File: config.mk
export PLATFORM = sky130hd
export DESIGN_NAME = planar_odometry_integrator
export DESIGN_NICKNAME = d
export VERILOG_FILES = /design/src/rtl/poi_pkg.sv /design/src/rtl/poi_serial_mul.sv /design/src/rtl/poi_cordic.sv /design/src/rtl/planar_odometry_integrator.sv
export SDC_FILE = /design/constraint.sdc
export NUM_CORES = 2
export LEC_CHECK = 0
export ABC_AREA = 1
export BUFFER_PORTS_ARGS = -buffer_cell sky130_fd_sc_hd__buf_2
export CORE_ASPECT_RATIO = 0.8
export CORE_MARGIN = 5
export CORE_UTILIZATION = 25
export DETAILED_ROUTE_END_ITERATION = 8
export PLACE_DENSITY_LB_ADDON = 0.25
export SLEW_MARGIN = 30
export SYNTH_ARGS = -nofsm -noshare
export SYNTH_HDL_FRONTEND = slang
export SYNTH_SLANG_ARGS = --single-unit
File: constraint.sdc
create_clock -name i_clk -period 19 [get_ports i_clk]
set_clock_uncertainty 0.15 [all_clocks]
set_input_delay 0.95 -clock i_clk [delete_from_list [all_inputs] [get_ports i_clk]]
set_output_delay 0.95 -clock i_clk [all_outputs]
set_load 0.02 [all_outputs]
File: src/rtl/poi_pkg.sv
`timescale 1ns / 1ps
package poi_pkg;
    localparam int TABLE_LEN = 24;
    localparam logic signed [33:0] GAIN_INV_Q30 = 34'sd652032874;

    function automatic logic [31:0] atan_entry(input logic [4:0] idx);
        logic [31:0] v;
        unique case (idx)
            5'd0: v = 32'h20000000;
            5'd1: v = 32'h12E4051E;
            5'd2: v = 32'h09FB385B;
            5'd3: v = 32'h051111D4;
            5'd4: v = 32'h028B0D43;
            5'd5: v = 32'h0145D7E1;
            5'd6: v = 32'h00A2F61E;
            5'd7: v = 32'h00517C55;
            5'd8: v = 32'h0028BE53;
            5'd9: v = 32'h00145F2F;
            5'd10: v = 32'h000A2F98;
            5'd11: v = 32'h000517CC;
            5'd12: v = 32'h00028BE6;
            5'd13: v = 32'h000145F3;
            5'd14: v = 32'h0000A2F9;
            5'd15: v = 32'h0000517C;
            5'd16: v = 32'h000028BE;
            5'd17: v = 32'h0000145F;
            5'd18: v = 32'h00000A2F;
            5'd19: v = 32'h00000517;
            5'd20: v = 32'h0000028B;
            5'd21: v = 32'h00000145;
            5'd22: v = 32'h000000A2;
            5'd23: v = 32'h00000051;
            default: v = 32'h0;
        endcase
        return v;
    endfunction
endpackage

File: src/rtl/poi_serial_mul.sv
`timescale 1ns / 1ps
// Signed shift-and-add multiplier: one multiplier bit per cycle.
module poi_serial_mul import poi_pkg::*; #(
    parameter int AW = 34,
    parameter int BW = 34
) (
    input  logic                     i_clk,
    input  logic                     i_rst_n,
    input  logic                     i_start,
    input  logic signed [AW-1:0]     i_a,
    input  logic signed [BW-1:0]     i_b,
    output logic                     o_done,
    output logic signed [AW+BW-1:0]  o_prod
);
    localparam int CW = $clog2(BW + 1);
    logic signed [AW+BW-1:0] r_acc, n_acc;
    logic signed [AW+BW-1:0] r_a, n_a;
    logic [BW-1:0] r_b, n_b;
    logic [CW-1:0] r_cnt, n_cnt;
    logic r_busy, n_busy, r_done, n_done;

    always_comb begin
        n_acc = r_acc; n_a = r_a; n_b = r_b; n_cnt = r_cnt;
        n_busy = r_busy; n_done = 1'b0;
        if (i_start) begin
            n_acc = '0;
            n_a = {{BW{i_a[AW-1]}}, i_a};
            n_b = i_b;
            n_cnt = '0;
            n_busy = 1'b1;
        end else if (r_busy) begin
            if (r_b[0]) begin
                if (r_cnt == CW'(BW - 1)) n_acc = r_acc - r_a;
                else n_acc = r_acc + r_a;
            end
            n_a = r_a <<< 1;
            n_b = r_b >> 1;
            n_cnt = r_cnt + 1'b1;
            if (r_cnt == CW'(BW - 1)) begin
                n_busy = 1'b0;
                n_done = 1'b1;
            end
        end
    end

    always_ff @(posedge i_clk) begin
        if (!i_rst_n) begin
            r_busy <= 1'b0;
            r_done <= 1'b0;
        end else begin
            r_busy <= n_busy;
            r_done <= n_done;
        end
        r_acc <= n_acc; r_a <= n_a; r_b <= n_b; r_cnt <= n_cnt;
    end

    assign o_done = r_done;
    assign o_prod = r_acc;
endmodule

File: src/rtl/poi_cordic.sv
`timescale 1ns / 1ps
// Iterative CORDIC, one micro-rotation per cycle, in rotation or vectoring mode.
// The datapath is 36 bits wide so that the vectoring gain on the largest atan2
// operands still fits.
module poi_cordic import poi_pkg::*; #(
    parameter int STEPS = 16
) (
    input  logic               i_clk,
    input  logic               i_rst_n,
    input  logic               i_start,
    input  logic               i_vector,
    input  logic signed [35:0] i_x,
    input  logic signed [35:0] i_y,
    input  logic signed [35:0] i_z,
    output logic               o_done,
    output logic signed [35:0] o_x,
    output logic signed [35:0] o_y,
    output logic signed [35:0] o_z
);
    localparam int N = (STEPS > TABLE_LEN) ? TABLE_LEN : STEPS;
    logic signed [35:0] r_x, r_y, r_z;
    logic [4:0] r_i;
    logic r_busy, r_done, r_vec;
    logic ccw;
    logic signed [35:0] sx, sy, a;

    assign sx = r_x >>> r_i;
    assign sy = r_y >>> r_i;
    assign a = $signed({4'b0000, atan_entry(r_i)});
    assign ccw = r_vec ? (r_y > 0) : !r_z[35];

    always_ff @(posedge i_clk) begin
        if (!i_rst_n) begin
            r_busy <= 1'b0;
            r_done <= 1'b0;
        end else begin
            r_done <= 1'b0;
            if (i_start) begin
                r_busy <= 1'b1;
            end else if (r_busy && r_i == 5'(N - 1)) begin
                r_busy <= 1'b0;
                r_done <= 1'b1;
            end
        end
        if (i_start) begin
            r_x <= i_x; r_y <= i_y; r_z <= i_z; r_i <= '0; r_vec <= i_vector;
        end else if (r_busy) begin
            if (ccw) begin
                if (r_vec) begin
                    r_x <= r_x + sy; r_y <= r_y - sx; r_z <= r_z + a;
                end else begin
                    r_x <= r_x - sy; r_y <= r_y + sx; r_z <= r_z - a;
                end
            end else begin
                if (r_vec) begin
                    r_x <= r_x - sy; r_y <= r_y + sx; r_z <= r_z - a;
                end else begin
                    r_x <= r_x + sy; r_y <= r_y - sx; r_z <= r_z + a;
                end
            end
            r_i <= r_i + 1'b1;
        end
    end

    assign o_done = r_done;
    assign o_x = r_x;
    assign o_y = r_y;
    assign o_z = r_z;
endmodule

File: src/rtl/planar_odometry_integrator.sv
`timescale 1ns / 1ps
// Planar dead-reckoning integrator. One transaction in gives one transaction
// out. Each item runs sequentially: a CORDIC rotation of the stored heading,
// four serial multiplies for the world velocity, two for the position deltas
// and four for the quaternion terms on one shift-and-add multiplier, and a
// CORDIC vectoring pass for the new heading. Most of an item's time goes to
// the serial multiplier. Steps beyond 24 are not run. When both atan2
// operands are zero the vectoring pass is skipped. The next item is accepted
// once the result register has been loaded; the result waits there until
// taken.
module planar_odometry_integrator import poi_pkg::*; #(
    parameter int CORDIC_STEPS = 16
) (
    input  logic               i_clk,
    input  logic               i_rst_n,
    input  logic               i_valid,
    output logic               o_ready,
    input  logic signed [23:0] i_body_vel_x,
    input  logic signed [23:0] i_body_vel_y,
    input  logic        [19:0] i_elapsed_time,
    input  logic signed [15:0] i_quat_x,
    input  logic signed [15:0] i_quat_y,
    input  logic signed [15:0] i_quat_z,
    input  logic signed [15:0] i_quat_w,
    output logic               o_valid,
    input  logic               i_ready,
    output logic signed [31:0] o_pos_x,
    output logic signed [31:0] o_pos_y,
    output logic signed [15:0] o_heading
);
    localparam logic [4:0] S_IDLE = 5'd0, S_SC = 5'd1, S_SCW = 5'd2,
        S_M1 = 5'd3, S_M2 = 5'd4, S_M3 = 5'd5, S_M4 = 5'd6, S_M5 = 5'd7,
        S_M6 = 5'd8, S_Q1 = 5'd9, S_Q2 = 5'd10, S_Q3 = 5'd11, S_Q4 = 5'd12,
        S_AT = 5'd13, S_ATW = 5'd14, S_OUT = 5'd15;

    logic [4:0] r_st;
    logic signed [23:0] r_vx, r_vy;
    logic [19:0] r_dt;
    logic signed [15:0] r_qx, r_qy, r_qz, r_qw;
    logic signed [31:0] r_accx, r_accy;
    logic signed [15:0] r_head;
    logic signed [33:0] r_c, r_s;
    logic signed [67:0] r_t;
    logic signed [63:0] r_num, r_den;
    logic signed [37:0] r_wx, r_wy;
    logic r_flip, r_busy_mul;

    logic m_start, m_done;
    logic signed [33:0] m_a, m_b;
    logic signed [67:0] m_p;
    logic c_start, c_vec, c_done;
    logic signed [35:0] c_x, c_y, c_z, co_x, co_y, co_z;

    poi_serial_mul #(.AW(34), .BW(34)) u_mul (
        .i_clk, .i_rst_n, .i_start(m_start), .i_a(m_a), .i_b(m_b),
        .o_done(m_done), .o_prod(m_p));

    poi_cordic #(.STEPS(CORDIC_STEPS)) u_cordic (
        .i_clk, .i_rst_n, .i_start(c_start), .i_vector(c_vec),
        .i_x(c_x), .i_y(c_y), .i_z(c_z), .o_done(c_done),
        .o_x(co_x), .o_y(co_y), .o_z(co_z));

    // Saturating 32-bit add of a wider delta.
    function automatic logic signed [31:0] sat_add(input logic signed [31:0] a,
                                                   input logic signed [67:0] d);
        logic signed [68:0] s;
        s = 69'(a) + 69'(d);
        if (s > 69'sd2147483647) return 32'sh7FFFFFFF;
        if (s < -69'sd2147483648) return 32'sh80000000;
        return s[31:0];
    endfunction

    logic signed [16:0] h_adj;
    logic h_flip;
    assign h_flip = (r_head > 16'sd16384) || (r_head < -16'sd16384);
    assign h_adj = h_flip ? (r_head[15] ? 17'(r_head) + 17'sd32768
                                        : 17'(r_head) - 17'sd32768) : 17'(r_head);

    // The atan2 operands fit in 34 bits signed, but the vectoring gain can
    // carry the magnitude past 2^33, so the CORDIC runs 36 bits wide.
    logic signed [35:0] a_x, a_y;
    logic signed [35:0] a_z;
    logic zero_in;
    assign zero_in = (r_num == 0) && (r_den == 0);
    always_comb begin
        if (r_den < 0) begin
            a_x = -r_den[35:0];
            a_y = -r_num[35:0];
            a_z = {4'b1111, 32'h80000000}; // plus or minus half a turn wraps alike
        end else begin
            a_x = r_den[35:0];
            a_y = r_num[35:0];
            a_z = '0;
        end
    end

    always_comb begin
        m_start = 1'b0; m_a = '0; m_b = '0;
        c_start = 1'b0; c_vec = 1'b0; c_x = '0; c_y = '0; c_z = '0;
        unique case (r_st)
            S_SC: begin
                c_start = 1'b1; c_x = 36'(GAIN_INV_Q30);
                c_z = 36'(h_adj) <<< 16;
            end
            S_M1: begin m_start = !r_busy_mul; m_a = 34'(r_vx); m_b = r_c; end
            S_M2: begin m_start = !r_busy_mul; m_a = 34'(r_vy); m_b = r_s; end
            S_M3: begin m_start = !r_busy_mul; m_a = 34'(r_vx); m_b = r_s; end
            S_M4: begin m_start = !r_busy_mul; m_a = 34'(r_vy); m_b = r_c; end
            S_M5: begin m_start = !r_busy_mul; m_a = 34'(r_wx); m_b = 34'(r_dt); end
            S_M6: begin m_start = !r_busy_mul; m_a = 34'(r_wy); m_b = 34'(r_dt); end
            S_Q1: begin m_start = !r_busy_mul; m_a = 34'(r_qw); m_b = 34'(r_qz); end
            S_Q2: begin m_start = !r_busy_mul; m_a = 34'(r_qx); m_b = 34'(r_qy); end
            S_Q3: begin m_start = !r_busy_mul; m_a = 34'(r_qy); m_b = 34'(r_qy); end
            S_Q4: begin m_start = !r_busy_mul; m_a = 34'(r_qz); m_b = 34'(r_qz); end
            S_AT: begin
                c_start = !zero_in; c_vec = 1'b1; c_x = a_x; c_y = a_y; c_z = a_z;
            end
            default: ;
        endcase
    end

    logic [31:0] z_rnd;
    assign z_rnd = co_z[31:0] + 32'h8000;

    always_ff @(posedge i_clk) begin
        if (!i_rst_n) begin
            r_st <= S_IDLE;
            r_accx <= '0; r_accy <= '0; r_head <= '0;
            r_busy_mul <= 1'b0;
            o_valid <= 1'b0;
        end else begin
            if (r_st == S_OUT && (!o_valid || i_ready)) begin
                o_valid <= 1'b1;
            end else if (o_valid && i_ready) begin
                o_valid <= 1'b0;
            end
            if (m_start) r_busy_mul <= 1'b1;
            unique case (r_st)
                S_IDLE: if (i_valid) begin
                    r_vx <= i_body_vel_x; r_vy <= i_body_vel_y; r_dt <= i_elapsed_time;
                    r_qx <= i_quat_x; r_qy <= i_quat_y; r_qz <= i_quat_z;
                    r_qw <= i_quat_w;
                    r_st <= S_SC;
                end
                S_SC: begin r_flip <= h_flip; r_st <= S_SCW; end
                S_SCW: if (c_done) begin
                    r_c <= 34'(r_flip ? -co_x : co_x);
                    r_s <= 34'(r_flip ? -co_y : co_y);
                    r_st <= S_M1;
                end
                S_M1: if (m_done) begin r_busy_mul <= 1'b0; r_t <= m_p; r_st <= S_M2; end
                S_M2: if (m_done) begin
                    r_busy_mul <= 1'b0;
                    r_wx <= 38'((r_t - m_p + 68'sd536870912) >>> 30);
                    r_st <= S_M3;
                end
                S_M3: if (m_done) begin r_busy_mul <= 1'b0; r_t <= m_p; r_st <= S_M4; end
                S_M4: if (m_done) begin
                    r_busy_mul <= 1'b0;
                    r_wy <= 38'((r_t + m_p + 68'sd536870912) >>> 30);
                    r_st <= S_M5;
                end
                S_M5: if (m_done) begin
                    r_busy_mul <= 1'b0;
                    r_accx <= sat_add(r_accx, (m_p + 68'sd524288) >>> 20);
                    r_st <= S_M6;
                end
                S_M6: if (m_done) begin
                    r_busy_mul <= 1'b0;
                    r_accy <= sat_add(r_accy, (m_p + 68'sd524288) >>> 20);
                    r_st <= S_Q1;
                end
                S_Q1: if (m_done) begin
                    r_busy_mul <= 1'b0; r_num <= 64'(m_p) <<< 1; r_st <= S_Q2;
                end
                S_Q2: if (m_done) begin
                    r_busy_mul <= 1'b0; r_num <= r_num + (64'(m_p) <<< 1);
                    r_den <= 64'sd1073741824; r_st <= S_Q3;
                end
                S_Q3: if (m_done) begin
                    r_busy_mul <= 1'b0; r_den <= r_den - (64'(m_p) <<< 1); r_st <= S_Q4;
                end
                S_Q4: if (m_done) begin
                    r_busy_mul <= 1'b0; r_den <= r_den - (64'(m_p) <<< 1); r_st <= S_AT;
                end
                S_AT: begin
                    if (zero_in) begin
                        r_head <= '0;
                        r_st <= S_OUT;
                    end else begin
                        r_st <= S_ATW;
                    end
                end
                S_ATW: if (c_done) begin
                    r_head <= $signed(z_rnd[31:16]);
                    r_st <= S_OUT;
                end
                S_OUT: if (!o_valid || i_ready) begin
                    r_st <= S_IDLE;
                end
                default: r_st <= S_IDLE;
            endcase
        end
        if (r_st == S_OUT && (!o_valid || i_ready)) begin
            o_pos_x <= r_accx; o_pos_y <= r_accy; o_heading <= r_head;
        end
    end

    assign o_ready = (r_st == S_IDLE);
endmodule

### Yosys cells after proc, flatten, opt, wreduce, memory -nomap -nowiden

Memory sizes are Yosys's and may differ from the RTL's. A register that Yosys moved wholly into a read port is not among the register bits.
Cells that the tools add are included.

* mux-type cells: 101
* eq/ne operators: 33
* reductions and logical operators: 44
* shifts and indexed selects: 2
* add/subtract/negate cells: 26
* bitwise logic cells: 2
* magnitude comparators: 8

Operators by type and width (count)
* $mux 36: 19
* $pmux 34 s8: 1
* $mux 32: 8
* $mux 64: 4
* $pmux 64 s2: 2
* $mux 68: 3
* $pmux 34 s5: 1
* $pmux 36 s2: 2
* $mux 34: 4
* $add 64x31->64 const B: 2
* $add 64x64->64: 2
* $logic_not 64->1: 2
* $sub 64x64->64: 2
* $add 32x48->49: 2
* $gt 49x32->1 const B: 2
* $lt 49x32->1 const B: 2
* $mux 5: 16
* $pmux 5 s16: 1
* $add 36x36->36: 2
* $neg 36->36: 2
* $sshr 36x5->36: 2
* $sub 36x36->36: 2
* $add 68x21->68 const B: 1
* $add 68x68->68: 1
* 38 further kinds: 131

* memories: 1
* output and inout port bits: 82
* input port bits: 136
* bits in registers: 922
* memory bits (read-only): 960

Memories
* (name not given): depth 32, bits a word 30, read ports 1, clocked after Yosys merged registers in 1, write ports 0, line poi_pkg.sv:8 `unique case (idx)`

### Logic depth before layout (Yosys ltp)

* depth in word-level cells: 13
* depth in mapped cells: 34

### Cells and area by module

From an unflattened synthesis, not the netlist that was laid out.

* cells, all modules: 14537
* area total of the unflattened synthesis: 95029.9 um^2

Modules (own cells, without submodules)
* planar_odometry_integrator: area an instance 54055.6 um^2, instances 1, seq. area each 17907.2 um^2, cells an instance 7492
* poi_cordic: area an instance 25873.6 um^2, instances 1, seq. area each 4013.8 um^2, cells an instance 4648
* poi_serial_mul: area an instance 15100.7 um^2, instances 1, seq. area each 4584.4 um^2, cells an instance 2397

### Worst setup path before layout

No wires, ideal clock.

* path type: input -> register
* start point: in i_rst_n
* end point: reg r_dt[0], enable pin
* slack: 4.147 ns
* cell stages on the path: 3
* path buffers: 1
* data required time: 17.903 ns
* arrival: 13.757 ns
* cell sequence: inv_1 -> clkbuf_1 -> nor4_1

* cells in the longest elaborated chain, start to end: 1

Ends and longest elaborated chain
* start, declared: line planar_odometry_integrator.sv:15 `input logic i_rst_n,`
* $reduce_and 3->1 (no source line)
* end signal, assigned: line planar_odometry_integrator.sv:140 `r_vx <= i_body_vel_x; r_vy <= i_body_vel_y; r_dt <= i_elapsed_time;`
* end, declared: line planar_odometry_integrator.sv:38 `logic [19:0] r_dt;`

No other way between the ends.
A chain may end at the register's enable or synchronous reset.

### Final worst setup path

* start point: reg u_mul.r_acc[29], in the netlist u_mul.o_prod[29]
* end point: reg r_accy[18]

* cells in the longest elaborated chain, start to end: 10
* elaborated cells between the ends (all ways): 16
* those cells by class: add/sub: 2; order compare: 2; mux: 12

Ends and longest elaborated chain
* start, declared: line poi_serial_mul.sv:16 `logic signed [AW+BW-1:0] r_acc, n_acc;`
* start signal, assigned: line poi_serial_mul.sv:54 `r_acc <= n_acc; r_a <= n_a; r_b <= n_b; r_cnt <= n_cnt;`
* $add 68x21->68 *: line planar_odometry_integrator.sv:170 `r_accy <= sat_add(r_accy, (m_p + 68'sd524288) >>> 20);`
* $add 32x48->49 *: line planar_odometry_integrator.sv:67 `s = 69'(a) + 69'(d);`
* $lt 49x32->1: line planar_odometry_integrator.sv:69 `if (s < -69'sd2147483648) return 32'sh80000000;`
* $mux 1 (2 in a row): line planar_odometry_integrator.sv:69
* $mux 1: line planar_odometry_integrator.sv:168 `S_M6: if (m_done) begin`
* $mux 1: line planar_odometry_integrator.sv:138 `unique case (r_st)`
* $mux 1: line planar_odometry_integrator.sv:126 `if (!i_rst_n) begin`
* $mux 32: line planar_odometry_integrator.sv:70 `return s[31:0];`
* $mux 32 *: line planar_odometry_integrator.sv:69
* end signal, assigned: line planar_odometry_integrator.sv:170
* end, declared: line planar_odometry_integrator.sv:40 `logic signed [31:0] r_accx, r_accy;`

Mark *: on every way between the ends. The rest lies on a longest branch, timed or not. The select of a mux whose other input is x is not followed.

==> impl_metrics.env <==
export IMPL_synth_top_family_by_area="simple AND/OR/NAND/NOR gates"
export IMPL_fin_area_sq_um=99600
export IMPL_gr_total_overflow=0
export IMPL_violations="DRC"
export IMPL_track_usage_pct=20.93
export IMPL_dp_slack_ns=12.65
export IMPL_hold_violations=0
export IMPL_met3_length_mm=34.37
export IMPL_synth_seq_cells=949
export IMPL_crit_type="register to register"
export IMPL_grt_max_degree=91
export IMPL_htreeDepth=3
export IMPL_root_buffer="clkbuf_16"
export IMPL_worst_pin_slew_ns=1.196
export IMPL_coreArea_sq_um=352800
export IMPL_first_global_vias=82690
export IMPL_die_w_um=675.3
export IMPL_clkSinkCount=949
export IMPL_postCtsSetupRepairBufs=0
export IMPL_clkLatencyLatePin_ns=0.85
export IMPL_stdcell_count=17930
export IMPL_rsz0062_at_grt="false"
export IMPL_clkTransAtPathRegs_ns=0.07
export IMPL_ys_flop_type="edfxtp_1"
export IMPL_clock_fmax_mhz=152.2
export IMPL_post_cts_resize_count=0
export IMPL_rows=195
export IMPL_firstDrtPassIters=8
export IMPL_ctsHoldBuffers=0
export IMPL_syn_area_per_cell_sq_um=6.836
export IMPL_area_delta_synth_final_pct=12.51
export IMPL_startpoint_type="register"
export IMPL_nNetsFinal=13980
export IMPL_met1Wirelength_mm=201.6
export IMPL_syn_area_sq_um=88530
export IMPL_ys_seq_area_share_pct=29.94
export IMPL_dieArea_sq_um=366200
export IMPL_fillers=39450
export IMPL_final_core_util_pct=28.23
export IMPL_holdWs_ns=0.1304
export IMPL_powerDensity_nw_per_um2=192.1
export IMPL_synth_cell_types=72
export IMPL_ios=218
export IMPL_synth_compound_area_share_pct=18.98
export IMPL_status="finished with violations"
export IMPL_post_place_cells=17690
export IMPL_cap_violations=0
export IMPL_grt_pass1_wl_mm=574.3
export IMPL_cp_required_ns=19.44
export IMPL_final_antenna_net_count=0
export IMPL_clock_path_buffers=3
export IMPL_die_y_um=542.2
export IMPL_synth_xor_area_share_pct=4.541
export IMPL_fin_crit_ns=6.571
export IMPL_cp_arrival_ns=7.01
export IMPL_fin_ws_ns=12.43
export IMPL_peakVddDrop_uv=142.3
export IMPL_gp_congestion=0.9993
export IMPL_fin_crit_sh_pct=34.59
export IMPL_p_leak_nw=44.81
export IMPL_start_util_pct=25.09
export IMPL_setup_tns_ns=0
export IMPL_finalPower_mw=19.13
export IMPL_met2WireLength_mm=152.9
export IMPL_synthAdderAreaFrac_pct=10.89
export IMPL_ys_warn_count=0
export IMPL_drive_above_1_share_pct=5.088
export IMPL_muxShareOfSynthArea_pct=0.7350
export IMPL_drc=1
export IMPL_end_kind="register"
export IMPL_top_layer_used="met5"
export IMPL_worstHoldPathType="input pin to register"
export IMPL_synth_edf_count=750
export IMPL_cts_tree="done"
export IMPL_wire_per_inst_um=22.32
export IMPL_yosys_area_share_simple_pct=24.57
export IMPL_antenna_found_initial=31
export IMPL_via_per_inst=5.009
export IMPL_max_slew_margin_pct=19.99
export IMPL_portBuffers=217
export IMPL_dpl_cell_area_sq_um=95290
export IMPL_cp_max_fo=31
export IMPL_cts_buffers=121
export IMPL_hpwl_mm=333.0
export IMPL_synthCells=12950
export IMPL_vias=89800
export IMPL_synth_async_reset_ratio_pct=0
export IMPL_synth_nets=13850
export IMPL_totalWireLength_mm=400.1
export IMPL_drt_iter0_drc=9715
export IMPL_drv_slew=0
export IMPL_setup_viol=0
-- path summary, 6_finish.rpt --
check / startpoint / slack (ns) / cells after the start / endpoint
max reg2reg: u_mul.o_prod[29] / 12.43 / 23 / r_accy[18]
min: i_elapsed_time[0] / 0.13 / 1 / r_dt[0]
min reg2reg: r_head[10] / 0.28 / 0 / o_heading[10]
max: u_mul.o_prod[29] / 12.43 / 23 / r_accy[18]
-- state kept, by name, indices dropped and copies added, names as in the netlist, 34 cells and up, named ones only --
| register | flops |
|---|---|
| u_mul.o_prod | 68 |
| u_mul.r_a | 68 |
| r_t | 64 |
| r_den | 63 |
| r_num | 63 |
| u_cordic.o_x | 36 |
| u_cordic.o_y | 36 |
| u_cordic.o_z | 36 |
| r_c | 34 |
| r_s | 34 |
| r_wx | 34 |
| r_wy | 34 |
| u_mul.r_b | 34 |
-- cell families after synthesis --
| group | after synthesis |
|---|---|
| multiplexers | 65 |
| buffers and inverters | 2422 |
| AND/OR/NAND/NOR | 5291 |
| AO/OA/AOI/OAI | 3000 |
| flip-flops | 949 |
| adder cells (fa/ha/maj) | 764 |
| XOR/XNOR | 459 |
-- cells in the final DEF, fill, tap and decap left out, types with 57 or more instances in the layout --
cell       Yosys  layout
buf_2         38     217
o21a_1        57      57
a31oi_1      141     141
mux2i_1       65      65
nand2_1     2829    2826
nor4_1        81      79
nand4_1      140     140
nor2_1      1411    1396
dfxtp_1      199     196
nand3_1      516     516
edfxtp_1     750     750
buf_4          2     108
o21bai_1      87      87
o211ai_1     101     101
nor3_1       175     172
xor2_1       358     356
a21o_1        73      73
xnor2_1      101     101
inv_1       2085    2080
ha_1         753     753
a21oi_1     1106    1104
clkbuf_16      0     125
o21ai_0     1140    1139
-- layout make-up --
cell class                 count  area (sq um)  share of cell area (%)
multi-input combinational   9579         53070                   53.28
sequential                   949         26510                   26.62
inverter                    2103          7903                   7.934
tap                         4728          5916                   5.939
clock buffer                 166          3362                   3.375
timing repair buffer         327          1928                   1.936
clock inverter                65         885.9                  0.8894
antenna                       11         27.53                 0.02764
-- cells in the mapped netlist, drive strengths merged, types with 183 or more instances --
| master | n | share of area, % |
|---|---|---|
| nor2 | 1420 | 6.1 |
| o21ai | 1176 | 6.7 |
| edfxtp | 750 | 25 |
| nor3 | 183 | 1.1 |
| inv | 2094 | 8.9 |
| nand2 | 2837 | 12 |
| nand3 | 516 | 2.9 |
| clkbuf | 256 | 1.1 |
| a21oi | 1106 | 6.3 |
| xor2 | 358 | 3.5 |
| ha | 753 | 11 |
| dfxtp | 199 | 4.5 |
-- critical path: stages (launching register included) --
cell and delay, ns:
dfxtp_1 0.57, clkinv_1 0.53, nor4_1 0.38, nand2_1 0.18
nor2_1 0.34, nand3_1 0.23, nor2_1 0.13, nand2_1 0.09
xor2_1 0.74, ha_1 0.44, nand2_1 0.20, inv_1 0.06
a21oi_1 0.22, o21ai_0 0.16, a21oi_1 0.25, nand3_1 0.13
nand2_1 0.08, nand2_1 0.12, nor2_1 0.13, nand3_1 0.07
nor2_1 0.09, nand2_1 0.10, a21oi_4 0.75, a21oi_1 0.14
-- metal layers --
layer,up-vias,track usage [%]
met5,-,0
met4,10,5.362
met2,3535,28.44
met1,42510,33.00
li1,43360,-
met3,388,3.815
-- report_power, final --
part           switching, mW  internal [mW]  leakage [nW]
Sequential             0.580           3.04          8.63
Clock                   1.05           1.45          2.04
Combinational           9.28           3.73          34.1
Power figures use the tool's default switching activity.
